File: src/separable_x_gradient_filter_top_defines.svh
// Assertion macros shared by the separable x-gradient filter RTL.
`ifndef SEPARABLE_X_GRADIENT_FILTER_TOP_DEFINES_SVH
`define SEPARABLE_X_GRADIENT_FILTER_TOP_DEFINES_SVH

`ifndef NO_ASSERTIONS
// Same-cycle implication, checked on every rising clock edge outside reset.
`define SXG_ASSERT_NOW(lbl, ante, cons, msg) \
   lbl: assert property (@(posedge clock) disable iff (reset) (ante) |-> (cons)) \
      else $error(msg);
// Next-cycle implication.
`define SXG_ASSERT_NEXT(lbl, ante, cons, msg) \
   lbl: assert property (@(posedge clock) disable iff (reset) (ante) |=> (cons)) \
      else $error(msg);
`else
`define SXG_ASSERT_NOW(lbl, ante, cons, msg)
`define SXG_ASSERT_NEXT(lbl, ante, cons, msg)
`endif

`endif

File: src/sxg_pkg.sv
// Shared constants, types and helpers for the separable x-gradient filter.
package sxg_pkg;

   localparam int MAX_WIDTH   = 1024;
   localparam int MAX_HEIGHT  = 1024;
   localparam int IDX_W       = $clog2(MAX_WIDTH);
   localparam int ROW_W       = $clog2(MAX_HEIGHT + 2);
   localparam int DIM_W       = 11;
   localparam int PIX_W       = 8;
   localparam int SUM_W       = 10;
   localparam int GRAD_W      = 8;
   localparam int CSR_ADDR_W  = 1;
   localparam int QUEUE_DEPTH = 4;
   localparam int QPTR_W      = $clog2(QUEUE_DEPTH);
   localparam int QCNT_W      = $clog2(QUEUE_DEPTH + 1);

   localparam logic [CSR_ADDR_W-1:0] REG_IMAGE_WIDTH  = CSR_ADDR_W'(0);
   localparam logic [CSR_ADDR_W-1:0] REG_IMAGE_HEIGHT = CSR_ADDR_W'(1);

   localparam logic FUNC_PIXEL = 1'b0;
   localparam logic FUNC_FLUSH = 1'b1;

   localparam logic [DIM_W-1:0] RESET_WIDTH  = DIM_W'(640);
   localparam logic [DIM_W-1:0] RESET_HEIGHT = DIM_W'(480);
   localparam logic [GRAD_W-1:0] GRAD_MAX    = GRAD_W'(255);

   // One classified item handed from the front to the back
   typedef struct packed {
      logic [PIX_W-1:0] incoming;    // pixel, or zero once past the last row
      logic [IDX_W-1:0] idx;         // column, line store address
      logic             use_lower;   // row above is held in the line store
      logic             use_upper;   // row two above is inside the image
      logic             col_first;   // column zero: window restarts
      logic             emit;        // a result is due at this position
      logic             last;        // final result of the frame
   } sxg_entry_type;

   // Clamp a written dimension to 1..max
   function automatic logic [DIM_W-1:0] clamp_dim(input logic [DIM_W-1:0] value,
                                                  input logic [DIM_W-1:0] max_dim);
      logic [DIM_W-1:0] res;
      res = value;
      if (value == '0) begin
         res = DIM_W'(1);
      end else if (value > max_dim) begin
         res = max_dim;
      end
      return res;
   endfunction

endpackage

File: src/sxg_queue.sv
// Short FIFO of classified items between the front and the back.
`include "separable_x_gradient_filter_top_defines.svh"

module sxg_queue (
   input  logic                   clock,
   input  logic                   reset,
   input  logic                   push,
   input  sxg_pkg::sxg_entry_type push_data,
   output logic                   full,
   input  logic                   pop,
   output logic                   q_valid,
   output sxg_pkg::sxg_entry_type q_data
);

   sxg_pkg::sxg_entry_type slots_ff [sxg_pkg::QUEUE_DEPTH];

   logic [sxg_pkg::QPTR_W-1:0] head_ff, head_in;
   logic [sxg_pkg::QPTR_W-1:0] tail_ff, tail_in;
   logic [sxg_pkg::QCNT_W-1:0] count_ff, count_in;

   assign full    = count_ff == sxg_pkg::QCNT_W'(sxg_pkg::QUEUE_DEPTH);
   assign q_valid = count_ff != '0;
   assign q_data  = slots_ff[head_ff];

   always_comb begin
      head_in  = head_ff;
      tail_in  = tail_ff;
      count_in = count_ff;
      if (push) begin
         tail_in = tail_ff + sxg_pkg::QPTR_W'(1);
      end
      if (pop) begin
         head_in = head_ff + sxg_pkg::QPTR_W'(1);
      end
      if (push && !pop) begin
         count_in = count_ff + sxg_pkg::QCNT_W'(1);
      end else if (pop && !push) begin
         count_in = count_ff - sxg_pkg::QCNT_W'(1);
      end
   end

   always_ff @(posedge clock) begin
      if (reset) begin
         head_ff  <= '0;
         tail_ff  <= '0;
         count_ff <= '0;
      end else begin
         head_ff  <= head_in;
         tail_ff  <= tail_in;
         count_ff <= count_in;
      end
   end

   always_ff @(posedge clock) begin
      if (push) begin
         slots_ff[tail_ff] <= push_data;
      end
   end

   `SXG_ASSERT_NOW(a_count_bound, 1'b1, count_ff <= sxg_pkg::QCNT_W'(sxg_pkg::QUEUE_DEPTH), "queue count exceeds depth")
   `SXG_ASSERT_NOW(a_no_underflow, pop, q_valid, "queue popped while empty")
   `SXG_ASSERT_NEXT(a_push_seen, push && !pop, q_valid, "pushed item not visible")

endmodule

File: config.mk
export PLATFORM = sky130hd
export DESIGN_NAME = sxg_queue
export DESIGN_NICKNAME = d
export VERILOG_FILES = /design/src/sxg_pkg.sv /design/src/sxg_queue.sv
export VERILOG_INCLUDE_DIRS = /design/src /design/src/src
export SDC_FILE = /design/constraint.sdc
export NUM_CORES = 1
export LEC_CHECK = 0
export BUFFER_PORTS_ARGS = -buffer_cell sky130_fd_sc_hd__buf_2
export CELL_PAD_IN_SITES_DETAIL_PLACEMENT = 1
export CELL_PAD_IN_SITES_GLOBAL_PLACEMENT = 1
export CORE_AREA = 2 2 82 104
export CTS_BUF_LIST = sky130_fd_sc_hd__clkbuf_16
export DETAILED_ROUTE_END_ITERATION = 6
export DIE_AREA = 0 0 84 106
export GPL_ROUTABILITY_DRIVEN = 0
export PLACE_DENSITY = 0.81
export SETUP_SLACK_MARGIN = 0.2
export SYNTH_ARGS = -nofsm -noshare
export SYNTH_HDL_FRONTEND = slang
export SYNTH_SLANG_ARGS = --single-unit
export TNS_END_PERCENT = 20
File: constraint.sdc
create_clock -name clock -period 1.95 [get_ports clock]
set_input_delay 0.2925 -clock clock [delete_from_list [all_inputs] [get_ports clock]]
set_output_delay 0.2925 -clock clock [all_outputs]
set_load 0.005 [all_outputs]
==> Word level (Yosys, flattened, before mapping) <==
Memories as Yosys holds them, arrays and structs flattened. A register that Yosys moved wholly into a read port is not among the register bits.
Index checks and enable logic that the tools add are counted.
{ "classes": {"shift": 0, "n_mul": 0, "addsub": 4, "mux": 6, "order_cmp": 0, "n_reduce_logical": 6, "bitwise": 0, "div_mod_pow": 0, "n_eq_ne": 1} }
{ "ops": {"columns": ["op", "n"], "rows": [
  ["3-bit two-way mux", 2],
  ["2-bit by 1-bit adder with 2-bit output, second input constant", 2],
  ["2-bit two-way mux", 2],
  ["3-bit by 1-bit adder with 3-bit output, second input constant", 1],
  ["3-bit equality test, second input constant", 1],
  ["3-bit nonzero test", 1],
  ["3-bit by 1-bit subtractor with 3-bit output, second input constant", 1],
  ["1-bit logical AND", 2],
  ["1-bit zero test", 2],
  ["1-bit two-way mux", 2],
  ["2-bit nonzero test", 1]
]} }
{ "totals": {"out_inout_bits": 25, "mem_bits_ro": 0, "memories": 1, "latch_bits": 0, "mem_bits_rw": 92, "register_bits": 7} }
{ "memory_table": {"columns": ["memory", "depth", "width", "read_ports", "rd_ports_with_merged_regs", "write_ports", "line_no", "rtl"], "rows": [
  ["slots_ff", 4, 23, 1, 1, 1, "sxg_queue.sv:15", "sxg_pkg::sxg_entry_type slots_ff [sxg_pkg::QUEUE_DEPTH];"]
]} }

==> Longest topological paths before layout <==
{ "depth": {"ltp_word": 4, "depth_mapped": 7} }

==> Worst setup path after synthesis <==
OpenSTA, ideal clock, no wires.
{ "synth_timing": {"path_type": "input port to flip-flop", "start": "input port pop", "end": "register count_ff[2] (netlist name)", "required_ns": 1.880, "cell_stages": 7, "path_buffers": 0, "t_arrival_ns": 1.483, "setup_slack_ns": 0.397, "path_cell_list": "inv_1 > ha_1 > inv_1 > fa_1 > xor2_1 > or3_1 > a21oi_1"} }
{ "synth_via": {"elab_chain_cells": 3} }
{ "synth_lines": {"columns": ["item", "line_no", "rtl"], "rows": [
  ["from (decl)", "sxg_queue.sv:10", "input logic pop,"],
  ["1-bit zero test", "sxg_queue.sv:35", "if (push && !pop) begin"],
  ["1-bit logical AND", "sxg_queue.sv:35", null],
  ["3-bit two-way mux / 2-bit nonzero test (equally long branches)", null, null],
  ["to (signal assigned)", "sxg_queue.sv:50", "count_ff <= count_in;"],
  ["to (decl)", "sxg_queue.sv:19", "logic [sxg_pkg::QCNT_W-1:0] count_ff, count_in;"]
]} }
Parallel ways exist; a longest one is shown, timed or not.
A chain may end at the register's enable or synchronous reset.

==> flow_metrics.env <==
export IMPL_ys_types=21
export IMPL_hold_path_startpoint="push_data[15]"
export IMPL_fin_crit_ns=1.85
export IMPL_hold_class="in -> reg"
export IMPL_synth_cells=164
export IMPL_cts_buffer_depth=2
export IMPL_die_h_um=106
export IMPL_min_period_over_period=0.949
export IMPL_area_growth_pct=19.1
export IMPL_hold_viol=0
export IMPL_core_area_um2=8010
export IMPL_clkLatencyLatePin_ns=0.34
export IMPL_start_kind="register"
export IMPL_setup_tns_final_ns=0
export IMPL_cts_sinks=101
export IMPL_endpoint_kind="output port"
export IMPL_antenna_found_initial=1
export IMPL_start_util=0.472
export IMPL_cts_root_buf="clkbuf_16"
export IMPL_synth_seq_cells=101
export IMPL_fin_nets=263
export IMPL_final_cell_mix="92 x edfxtp_1, 51 x buf_2, 20 x mux4_2"
export IMPL_finClkSkew_ns=0.00757
export IMPL_cts_tree="yes"
export IMPL_ys_top_cells_by_area="edfxtp_1 73%, mux4_2 12%, dfxtp_1 4.8%"
export IMPL_syn_nets=197
export IMPL_power_density_nw_per_um2=1070
export IMPL_placed_cells=314
export IMPL_layoutNonFillerInstCount=333
export IMPL_grt_ovfl_total=0
export IMPL_dp_final_hpwl_um=4150
export IMPL_grtUsageTotal=0.155
export IMPL_final_common_cell="edfxtp_1"
export IMPL_synth_top_cell_area_share=0.730
export IMPL_nFillCells=717
export IMPL_syn_avg_cell_area_um2=23.1
export IMPL_r2r_start="count_ff[0]$_SDFFE_PP0P_"
export IMPL_grt_max_degree=24
export IMPL_drc=0
export IMPL_wl_um=6410
export IMPL_dr_pass1_iters=4
export IMPL_wl_per_cell_um=19.2
export IMPL_drive_gt1_frac=0.404
export IMPL_critPathKind="reg -> out"
export IMPL_die_width_um=84
export IMPL_h_tree_depth=3
export IMPL_cts_made_buffers=9
export IMPL_fmax_mhz=540
export IMPL_crit_family="multiplexers"
export IMPL_yosys_warnings=0
export IMPL_crit_chain="buf_12, mux4_2, buf_2"
export IMPL_slew_headroom=0.755
export IMPL_portBuffers=51
export IMPL_clk_pin_slew_ns=0.06
export IMPL_vdd_drop_max_uv=570
export IMPL_worstMarginPinSlew_ns=0.367
export IMPL_via_per_inst=5.37
export IMPL_finalMaxSlewViolations=0
export IMPL_vias=1788
export IMPL_rsz0062_at_grt="true"
export IMPL_total_leakage_power_nw=1.60
export IMPL_grt_pass1_vias=1938
export IMPL_setup_viol=0
export IMPL_yosys_area_top_type="edfxtp_1"
export IMPL_ant_nets=0
export IMPL_dr_first_iter_drc_count=143
export IMPL_worst_path_buf_inv=2
export IMPL_cp_slowest_cell="mux4_2"
export IMPL_status="complete, no violations"
export IMPL_grt_first_pass_wirelength_um=10100
export IMPL_dieArea_um2=8900
export IMPL_rows=37
export IMPL_cap_violations=0
export IMPL_netlist_area_um2=3780
export IMPL_cp_max_fo=11
export IMPL_max_stage_delay_ns=0.51
export IMPL_io_pins=52
export IMPL_synth_seq_area_share=0.778
export IMPL_required_ns=1.66
export IMPL_arrival_ns=1.56
-- metrics by stage --
stage	area [µm²]	hold slack, ns	worst slack, ns	util	total power [mW]
floorplan	3780	0.391	0.397	-	2.84
global placement	4170	0.474	0.238	0.521	3.02
detailed placement	4170	0.505	0.189	0.521	3.04
CTS	4510	0.156	0.0787	0.563	4.86
global route	4510	0.162	0.0482	0.563	4.97
finish	4510	0.166	0.0992	0.563	4.81
-- cells by family after synthesis --
kind of cell | Yosys count | synth area share
buffers and inverters | 10 | 0.0212
flip-flops | 101 | 0.778
AO/OA/AOI/OAI | 2 | 0.00264
adder cells (fa/ha/maj) | 6 | 0.0218
XOR/XNOR | 5 | 0.0116
multiplexers | 25 | 0.145
AND/OR/NAND/NOR | 15 | 0.0198
-- synth_stat cells, drive strengths merged --
cell type   n
fa          1
or3         2
mux4       23
and2        4
nor3b       1
buf         5
edfxtp     92
nor2        7
dfxtp       9
a21oi       1
ha          5
nand2       1
o21ai       1
xor2        3
xnor2       2
mux2i       2
inv         4
clkbuf      1
-- worst register-to-register path: cells and delay by family (launching register included) --
kind	cells	cell delay (ns)
XOR/XNOR	1	0.18
AO/OA/AOI/OAI	1	0.13
flip-flops	1	0.35
AND/OR/NAND/NOR	1	0.31
adder cells (fa/ha/maj)	1	0.44
-- path summary, 6_finish.rpt --
check	to	slack, ns	cells after the start
max	q_data[15]	0.1	3
min	slots_ff[1][15]$_DFFE_PP_	0.17	1
min reg2reg	count_ff[2]$_SDFFE_PP0P_	0.51	2
max reg2reg	count_ff[2]$_SDFFE_PP0P_	0.48	4
-- flip-flops by register name, summed over array words and instances (netlist names), named ones only --
name,count
head_ff,2
slots_ff,92
tail_ff,2
count_ff,3
-- what timing repair did --
action | in CTS | in global routing
pin swaps | 0 | 0
buffers inserted | 2 | 0
hold buffers | 0 | 0
setup endpoints to repair | 23 | 23
gates resized for setup | 4 | 0
-- where the power goes --
group	leakage (nW)	switching, mW	internal, mW	total (mW)
sequential	0.920	0.0437	2.48	2.53
clock	0.155	0.713	1.11	1.82
combinational	0.523	0.221	0.247	0.468
total	1.60	0.978	3.83	4.81
-- layout make-up --
type	instances	area, µm²	share of cell area
antenna	1	2.50	0.000555
clock buffer	9	225	0.0500
clock inverter	7	81.3	0.0180
inverter	4	15.0	0.00333
multi-input combinational	53	761	0.169
sequential	101	2950	0.654
tap	97	121	0.0269
timing repair buffer	61	355	0.0788
-- metal layers --
layer | GRT usage | wire [µm] | up-vias
met2 | 0.262 | 3340 | 49
met5 | 0 | 0 | -
met3 | 0.0497 | 337 | 10
met4 | 0.0622 | 94 | 0
met1 | 0.184 | 2640 | 932
li1 | - | - | 797
Note: power is estimated with default switching activity, not from simulation.
