$ cat config.mk
export PLATFORM = sky130hd
export DESIGN_NAME = sxg_front
export DESIGN_NICKNAME = d
export VERILOG_FILES = /design/src/separable_x_gradient_filter_top_defines.svh /design/src/sxg_pkg.sv /design/src/sxg_front.sv
export SDC_FILE = /design/constraint.sdc
export NUM_CORES = 1
export LEC_CHECK = 0
export BUFFER_PORTS_ARGS = -buffer_cell sky130_fd_sc_hd__buf_2
export CAP_MARGIN = 10
export CELL_PAD_IN_SITES_DETAIL_PLACEMENT = 0
export CELL_PAD_IN_SITES_GLOBAL_PLACEMENT = 2
export CORE_ASPECT_RATIO = 0.75
export CORE_MARGIN = 1
export CORE_UTILIZATION = 37
export CTS_BUF_LIST = sky130_fd_sc_hd__clkbuf_2
export CTS_CLUSTER_SIZE = 30
export DETAILED_ROUTE_END_ITERATION = 8
export PLACE_DENSITY = 0.94
export SLEW_MARGIN = 20
export SYNTH_ARGS = -nofsm -noshare
export SYNTH_HDL_FRONTEND = slang
export SYNTH_SLANG_ARGS = --single-unit
$ cat constraint.sdc
create_clock -name clock -period 5.94 [get_ports clock]
set_input_delay 1.188 -clock clock [delete_from_list [all_inputs] [get_ports clock]]
set_output_delay 1.188 -clock clock [all_outputs]
set_load 0.02 [all_outputs]
$ cat src/separable_x_gradient_filter_top_defines.svh
// Assertion macros shared by the separable x-gradient filter RTL.
`ifndef SEPARABLE_X_GRADIENT_FILTER_TOP_DEFINES_SVH
`define SEPARABLE_X_GRADIENT_FILTER_TOP_DEFINES_SVH

`ifndef NO_ASSERTIONS
// Same-cycle implication, checked on every rising clock edge outside reset.
`define SXG_ASSERT_NOW(lbl, ante, cons, msg) \
   lbl: assert property (@(posedge clock) disable iff (reset) (ante) |-> (cons)) \
      else $error(msg);
// Next-cycle implication.
`define SXG_ASSERT_NEXT(lbl, ante, cons, msg) \
   lbl: assert property (@(posedge clock) disable iff (reset) (ante) |=> (cons)) \
      else $error(msg);
`else
`define SXG_ASSERT_NOW(lbl, ante, cons, msg)
`define SXG_ASSERT_NEXT(lbl, ante, cons, msg)
`endif

`endif

$ cat src/sxg_pkg.sv
// Shared constants, types and helpers for the separable x-gradient filter.
package sxg_pkg;

   localparam int MAX_WIDTH   = 1024;
   localparam int MAX_HEIGHT  = 1024;
   localparam int IDX_W       = $clog2(MAX_WIDTH);
   localparam int ROW_W       = $clog2(MAX_HEIGHT + 2);
   localparam int DIM_W       = 11;
   localparam int PIX_W       = 8;
   localparam int SUM_W       = 10;
   localparam int GRAD_W      = 8;
   localparam int CSR_ADDR_W  = 1;
   localparam int QUEUE_DEPTH = 4;
   localparam int QPTR_W      = $clog2(QUEUE_DEPTH);
   localparam int QCNT_W      = $clog2(QUEUE_DEPTH + 1);

   localparam logic [CSR_ADDR_W-1:0] REG_IMAGE_WIDTH  = CSR_ADDR_W'(0);
   localparam logic [CSR_ADDR_W-1:0] REG_IMAGE_HEIGHT = CSR_ADDR_W'(1);

   localparam logic FUNC_PIXEL = 1'b0;
   localparam logic FUNC_FLUSH = 1'b1;

   localparam logic [DIM_W-1:0] RESET_WIDTH  = DIM_W'(640);
   localparam logic [DIM_W-1:0] RESET_HEIGHT = DIM_W'(480);
   localparam logic [GRAD_W-1:0] GRAD_MAX    = GRAD_W'(255);

   // One classified item handed from the front to the back
   typedef struct packed {
      logic [PIX_W-1:0] incoming;    // pixel, or zero once past the last row
      logic [IDX_W-1:0] idx;         // column, line store address
      logic             use_lower;   // row above is held in the line store
      logic             use_upper;   // row two above is inside the image
      logic             col_first;   // column zero: window restarts
      logic             emit;        // a result is due at this position
      logic             last;        // final result of the frame
   } sxg_entry_type;

   // Clamp a written dimension to 1..max
   function automatic logic [DIM_W-1:0] clamp_dim(input logic [DIM_W-1:0] value,
                                                  input logic [DIM_W-1:0] max_dim);
      logic [DIM_W-1:0] res;
      res = value;
      if (value == '0) begin
         res = DIM_W'(1);
      end else if (value > max_dim) begin
         res = max_dim;
      end
      return res;
   endfunction

endpackage

$ cat src/sxg_front.sv
// Front end: config registers, frame position tracking and item classification.
module sxg_front (
   input  logic                           clock,
   input  logic                           reset,
   input  logic                           req_tvalid,
   output logic                           req_tready,
   input  logic [sxg_pkg::PIX_W-1:0]      req_pixel,
   input  logic                           req_func,
   input  logic                           csr_we,
   input  logic [sxg_pkg::CSR_ADDR_W-1:0] csr_addr,
   input  logic [sxg_pkg::DIM_W-1:0]      csr_wdata,
   input  logic                           q_full,
   output logic                           q_push,
   output sxg_pkg::sxg_entry_type         q_push_data
);

   logic [sxg_pkg::DIM_W-1:0] width_ff, width_in;
   logic [sxg_pkg::DIM_W-1:0] height_ff, height_in;
   logic [sxg_pkg::IDX_W-1:0] col_ff, col_in;
   logic [sxg_pkg::ROW_W-1:0] row_ff, row_in;

   logic                      accept;
   logic                      past_end;
   logic                      ignore;
   logic                      col_zero;
   logic                      frame_done;
   logic [sxg_pkg::DIM_W-1:0] col_next;

   assign req_tready = !q_full;
   assign accept     = req_tvalid && req_tready;

   assign past_end   = row_ff >= sxg_pkg::ROW_W'(height_ff);
   assign ignore     = !past_end && (req_func == sxg_pkg::FUNC_FLUSH);
   assign col_zero   = col_ff == '0;
   // last result sits at column zero of the second row past the image
   assign frame_done = col_zero &&
                       (row_ff == sxg_pkg::ROW_W'(height_ff) + sxg_pkg::ROW_W'(1));
   assign col_next   = sxg_pkg::DIM_W'(col_ff) + sxg_pkg::DIM_W'(1);

   always_comb begin
      q_push_data.incoming  = past_end ? '0 : req_pixel;
      q_push_data.idx       = col_ff;
      q_push_data.use_lower = row_ff >= sxg_pkg::ROW_W'(1);
      q_push_data.use_upper = row_ff >= sxg_pkg::ROW_W'(2);
      q_push_data.col_first = col_zero;
      q_push_data.emit      = (row_ff >= sxg_pkg::ROW_W'(2)) ||
                              ((row_ff == sxg_pkg::ROW_W'(1)) && !col_zero);
      q_push_data.last      = frame_done;
   end

   assign q_push = accept && !ignore;

   always_comb begin
      width_in  = width_ff;
      height_in = height_ff;
      col_in    = col_ff;
      row_in    = row_ff;
      if (csr_we) begin
         case (csr_addr)
            sxg_pkg::REG_IMAGE_WIDTH: begin
               width_in = sxg_pkg::clamp_dim(csr_wdata, sxg_pkg::DIM_W'(sxg_pkg::MAX_WIDTH));
            end
            sxg_pkg::REG_IMAGE_HEIGHT: begin
               height_in = sxg_pkg::clamp_dim(csr_wdata,
                                              sxg_pkg::DIM_W'(sxg_pkg::MAX_HEIGHT));
            end
            default: begin
            end
         endcase
         col_in = '0;
         row_in = '0;
      end else if (q_push) begin
         if (frame_done) begin
            col_in = '0;
            row_in = '0;
         end else if (col_next >= width_ff) begin
            col_in = '0;
            row_in = row_ff + sxg_pkg::ROW_W'(1);
         end else begin
            col_in = col_next[sxg_pkg::IDX_W-1:0];
         end
      end
   end

   always_ff @(posedge clock) begin
      if (reset) begin
         width_ff  <= sxg_pkg::RESET_WIDTH;
         height_ff <= sxg_pkg::RESET_HEIGHT;
         col_ff    <= '0;
         row_ff    <= '0;
      end else begin
         width_ff  <= width_in;
         height_ff <= height_in;
         col_ff    <= col_in;
         row_ff    <= row_in;
      end
   end

endmodule

; Word-level counts from Yosys, hierarchy flattened
; Index checks and enable logic that the tools add are counted.
[classes]
bitwise_logic = 1
n_reduce_logical = 17
eq_ne = 2
multipliers = 0
n_mux = 7
magnitude_cmp = 5
n_div = 0
n_addsub = 3
shift = 0
[ops]
columns = op, count
row1 = 2-to-1 mux 11 bit, 4
row2 = "adder 11 x 1 -> 11 bit, second input constant", 2
row3 = >= comparator 11 bit, 2
row4 = 2-to-1 mux 10 bit, 2
row5 = "adder 10 x 1 -> 11 bit, second input constant", 1
row6 = "equality test 11 x 1 -> 1 bit, second input constant", 1
row7 = equality test 11 bit, 1
row8 = ">= comparator 11 x 1 -> 1 bit, second input constant", 1
row9 = ">= comparator 11 x 2 -> 1 bit, second input constant", 1
row10 = "greater-than comparator 11 bit, second input constant", 1
row11 = zero test 11 bit, 1
row12 = zero test 10 bit, 1
row13 = 2-to-1 mux 8 bit, 1
row14 = AND reduction 2 bit, 3
row15 = logical AND 1 bit, 5
row16 = zero test 1 bit, 4
row17 = nonzero test 2 bit, 1
row18 = OR reduction 2 bit, 1
row19 = logical OR 1 bit, 1
row20 = NOT 1 bit, 1
[totals]
in_bits = 26
mem_count = 0
ff_bits = 43
output_inout_bits = 25
latchBits = 0
rom_bits = 0
ramBits = 0

; Longest topological paths before layout
[depth]
ltp_word = 6
ltp_mapped = 15
depth_no_buf = 12

; Worst setup path before layout
; OpenSTA, ideal clock, no wires.
[synth_path]
path_type = input to output
from = in q_full
to = out q_push
setup_slack_ns = 2.596
path_buffers = 0
t_required_ns = 4.752
arrival_time_ns = 2.156
stages = 4
path_cell_list = inv_1 -> and3_1 -> a21oi_1 -> clkinv_1
[synth_via]
elab_chain_cells = 3
[synth_lines]
columns = element, line_no
row1 = "start, declared", sxg_front.sv:12  ; input logic q_full,
row2 = zero test 1 bit, sxg_front.sv:29  ; assign req_tready = !q_full;
row3 = logical AND 1 bit, sxg_front.sv:30  ; assign accept = req_tvalid && req_tready;
row4 = logical AND 1 bit, sxg_front.sv:51  ; assign q_push = accept && !ignore;
row5 = "end, declared", sxg_front.sv:13  ; output logic q_push,
; No other way between the ends.

; Worst setup path after layout
[layout_path]
from = reg row_ff[7] (netlist name)
to = out q_push
[layout_via]
elab_chain_cells = 5
[layout_lines]
columns = element, line_no
row1 = "start, declared", sxg_front.sv:20  ; logic [sxg_pkg::ROW_W-1:0] row_ff, row_in;
row2 = "start signal, assigned", sxg_front.sv:95  ; row_ff <= row_in;
row3 = >= comparator 11 bit, sxg_front.sv:32  ; assign past_end = row_ff >= sxg_pkg::ROW_W'(height_ff);
row4 = zero test 1 bit, sxg_front.sv:33  ; assign ignore = !past_end && (req_func == sxg_pkg::FUNC_FLUSH);
row5 = logical AND 1 bit, sxg_front.sv:33
row6 = zero test 1 bit, sxg_front.sv:51
row7 = logical AND 1 bit, sxg_front.sv:51
; No other way between the ends.

==> results.json <==
{
  "run_status": "completed",
  "power_density_mw_per_mm2": 163.9,
  "postSynthNetCount": 485,
  "dpl_worst_slack_ns": 2.211,
  "drv_cap": 0,
  "fin_tns_setup_ns": 0,
  "rsz0062_at_grt": "false",
  "final_max_slew_viol_count": 0,
  "via_count_of_the_first_global_routing_pass": 2961,
  "portBuffers": 50,
  "initial_core_util_pct": 38.50,
  "post_cts_buffers": 0,
  "finalCoreUtilization_pct": 42.55,
  "final.setup.worst_slack_ns": 1.874,
  "r2r_slack_ns": 2.15,
  "timing.critical_path.required_ns": 4.75,
  "placementRows": 29,
  "layout.cells.non_filler": 569,
  "worstRegToRegCells": 12,
  "std_cell_core_area_mm2": 0.008527,
  "synth_enable_flop_cells": 0,
  "end_kind": "primary output",
  "post_synth_inst_count": 431,
  "fin_total_pwr_mw": 0.5946,
  "stdcell_area_mm2": 0.003628,
  "synth.yosys.warnings": 0,
  "path_clk_slew_ns": 0.24,
  "route.final.wire_length_um": 8562,
  "total_via_count_after_detailed_routing": 3148,
  "yosys.area.top_type_share_pct": 26.22,
  "grt_start_max_net_pins": 27,
  "detailed_route_iter0_violations": 163,
  "synth-main-ff-cell": "dfxtp_1",
  "cts_htree_levels": 2,
  "clockBufferDepth": 2,
  "timing.final.setup_violations": 0,
  "max_slew_margin_pct": 55.43,
  "holdPathStages": 2,
  "num_cts_buffers": 5,
  "layout-drive-gt1-share_pct": 14.53,
  "die_w_um": 110.8,
  "crit_fanout": 26,
  "min-delay-path-class": "flip-flop to flip-flop",
  "grt_antenna_before_repair": 0,
  "synth_area_mm2": 0.003283,
  "avgViaCountPerCell": 5.533,
  "final_antenna_net_count": 0,
  "timing.hold.worst_endpoint": "width_ff[3]$_SDFFE_PP0P_",
  "clock-sinks": 43,
  "antennaDiodeCount": 0,
  "fraction_of_registers_with_async_set_reset_pct": 0,
  "rr_startpoint": "col_ff[0]$_SDFFE_PP0P_",
  "tritoncts_clock_tree": "built",
  "finClkSkew_ns": 0.02614,
  "fp.dieArea_mm2": 0.009258,
  "setup.worst_path.start_class": "flip-flop",
  "gr-usage-all-layers_pct": 19.19,
  "placement.cell_area_mm2": 0.003538,
  "min_tclk_post_route_ns": 4.066,
  "wirelength_met1_um": 4584,
  "ir_drop_uv": 97.34,
  "grt_first_pass_wirelength_um": 14660,
  "clkLatencyLatePin_ns": 0.42,
  "drt_pass1_iterations": 4,
  "gr-total-overflow": 0,
  "synth.lib_cells_used.distinct": 55,
  "most_frequent_cell_after_synthesis": "nand2_1",
  "syn_area_per_cell_um2": 7.618,
  "dr_wl_met2_um": 3657,
  "post-synth-top-area-cell": "dfxtp_1",
  "critPathKind": "flip-flop to primary output",
  "globalplace.congestion": 0.8671,
  "post_cts_resize_count": 0,
  "maxUsedRoutingLayer": "met4",
  "clockRootBuffer": "clkbuf_2",
  "die_extent_in_y_um": 83.58,
  "min-delay-start": "width_ff[3]$_SDFFE_PP0P_",
  "seq_area_frac_synth_pct": 26.22,
  "post-route-period-util_pct": 68.46,
  "synth_commonest_cells": "55 x nand2_1, 43 x dfxtp_1, 30 x a21oi_1, 28 x ha_1, 28 x inv_1",
  "reg2reg_to": "row_ff[7]$_SDFFE_PP0P_",
  "leading_cell_types_by_total_area_after_synthesis": "dfxtp_1 26%, ha_1 11%, nand2_1 6.3%",
  "transition_at_the_pin_with_the_smallest_max_transition_slack_ns": 0.6685,
  "fmax_ghz": 0.2459,
  "cts_hold_buffers": 0,
  "ioPinCount": 51,
  "leakagePower_nw": 1.526,
  "worst_ep_arrival_ns": 2.88,
  "syn_to_final_growth_pct": 10.52,
  "met3_layer_wire_length_in_the_routed_design_um": 281,
  "route.detailed.drc": 0,
  "finish.net_count": 514,
  "postSynthRegisterBits": 43,
  "detailedPlacementHpwl_um": 6551,
  "timing_hold_violations_final": 0,
  "hold-worst-slack_ns": 0.4740,
  "routed_wire_length_per_instance_um": 15.05,
  "placed_cells_incl_taps": 561
}
cells by family after synthesis:
group           count (synthesis)  share of synthesized area [%]
mux                             1                         0.3049
buf+inv                        59                          7.850
compound gates                 84                          17.87
fa+ha+maj                      28                          10.67
xor+xnor                       20                          5.793
flops                          43                          26.22
simple gates                  196                          31.29
layout make-up:
class | instances | area, um2
Timing Repair Buffer | 52 | 265.3
Fill cell | 898 | 4898
Inverter | 29 | 108.9
Multi-Input combinational cell | 329 | 2168
Clock buffer | 6 | 30.03
Tap cell | 108 | 135.1
Sequential cell | 43 | 860.8
Clock inverter | 2 | 60.06
worst max-delay path by stage:
stage / from / end / slack (ns) / cells past startpoint
floorplan: q_full / q_push / 2.60 / 4
global placement: q_full / q_push / 2.28 / 7
detailed placement: col_ff[0]$_SDFFE_PP0P_ / row_ff[7]$_SDFFE_PP0P_ / 2.21 / 12
CTS: height_ff[2]$_SDFFE_PP0P_ / q_push / 1.89 / 9
global route: row_ff[7]$_SDFFE_PP0P_ / q_push / 1.62 / 8
finish: row_ff[7]$_SDFFE_PP0P_ / q_push / 1.87 / 8
flip-flops by register name, indices dropped and copies added (netlist names):
name       count
height_ff     11
row_ff        11
width_ff      11
col_ff        10
cells in the final DEF (no fill, tap or decap), drive strengths merged, types with 6 or more instances in the layout:
master,n
nand2,55
buf,52
dfxtp,43
a21oi,30
inv,28
ha,28
nor2,24
nand3,19
nor3,15
and2,13
xnor2,10
nor4,10
and3,9
xor2,9
nand4,8
nand3b,8
a311o,8
nor2b,6
o21ai,6
a211o,6
a22oi,6
clkbuf,6
per-layer routing:
layer,up-vias,GRT usage [%]
li1,1590,-
met1,1506,28.79
met2,48,29.14
met3,4,2.614
met4,0,3.515
met5,-,0
power breakdown:
part / internal, mW / switching, mW
sequential: 0.296 / 0.00855
combinational: 0.0295 / 0.0469
clock: 0.115 / 0.0988
total: 0.440 / 0.154
critical path: stages (launching register included):
cell      delay (ns)
dfxtp_1         0.59
ha_1            0.33
a211oi_1        0.28
o211a_1         0.18
o31ai_1         0.09
a21oi_2         0.13
buf_4           0.29
clkinv_1        0.32
buf_2           0.25
(Power assumes the default switching activity.)
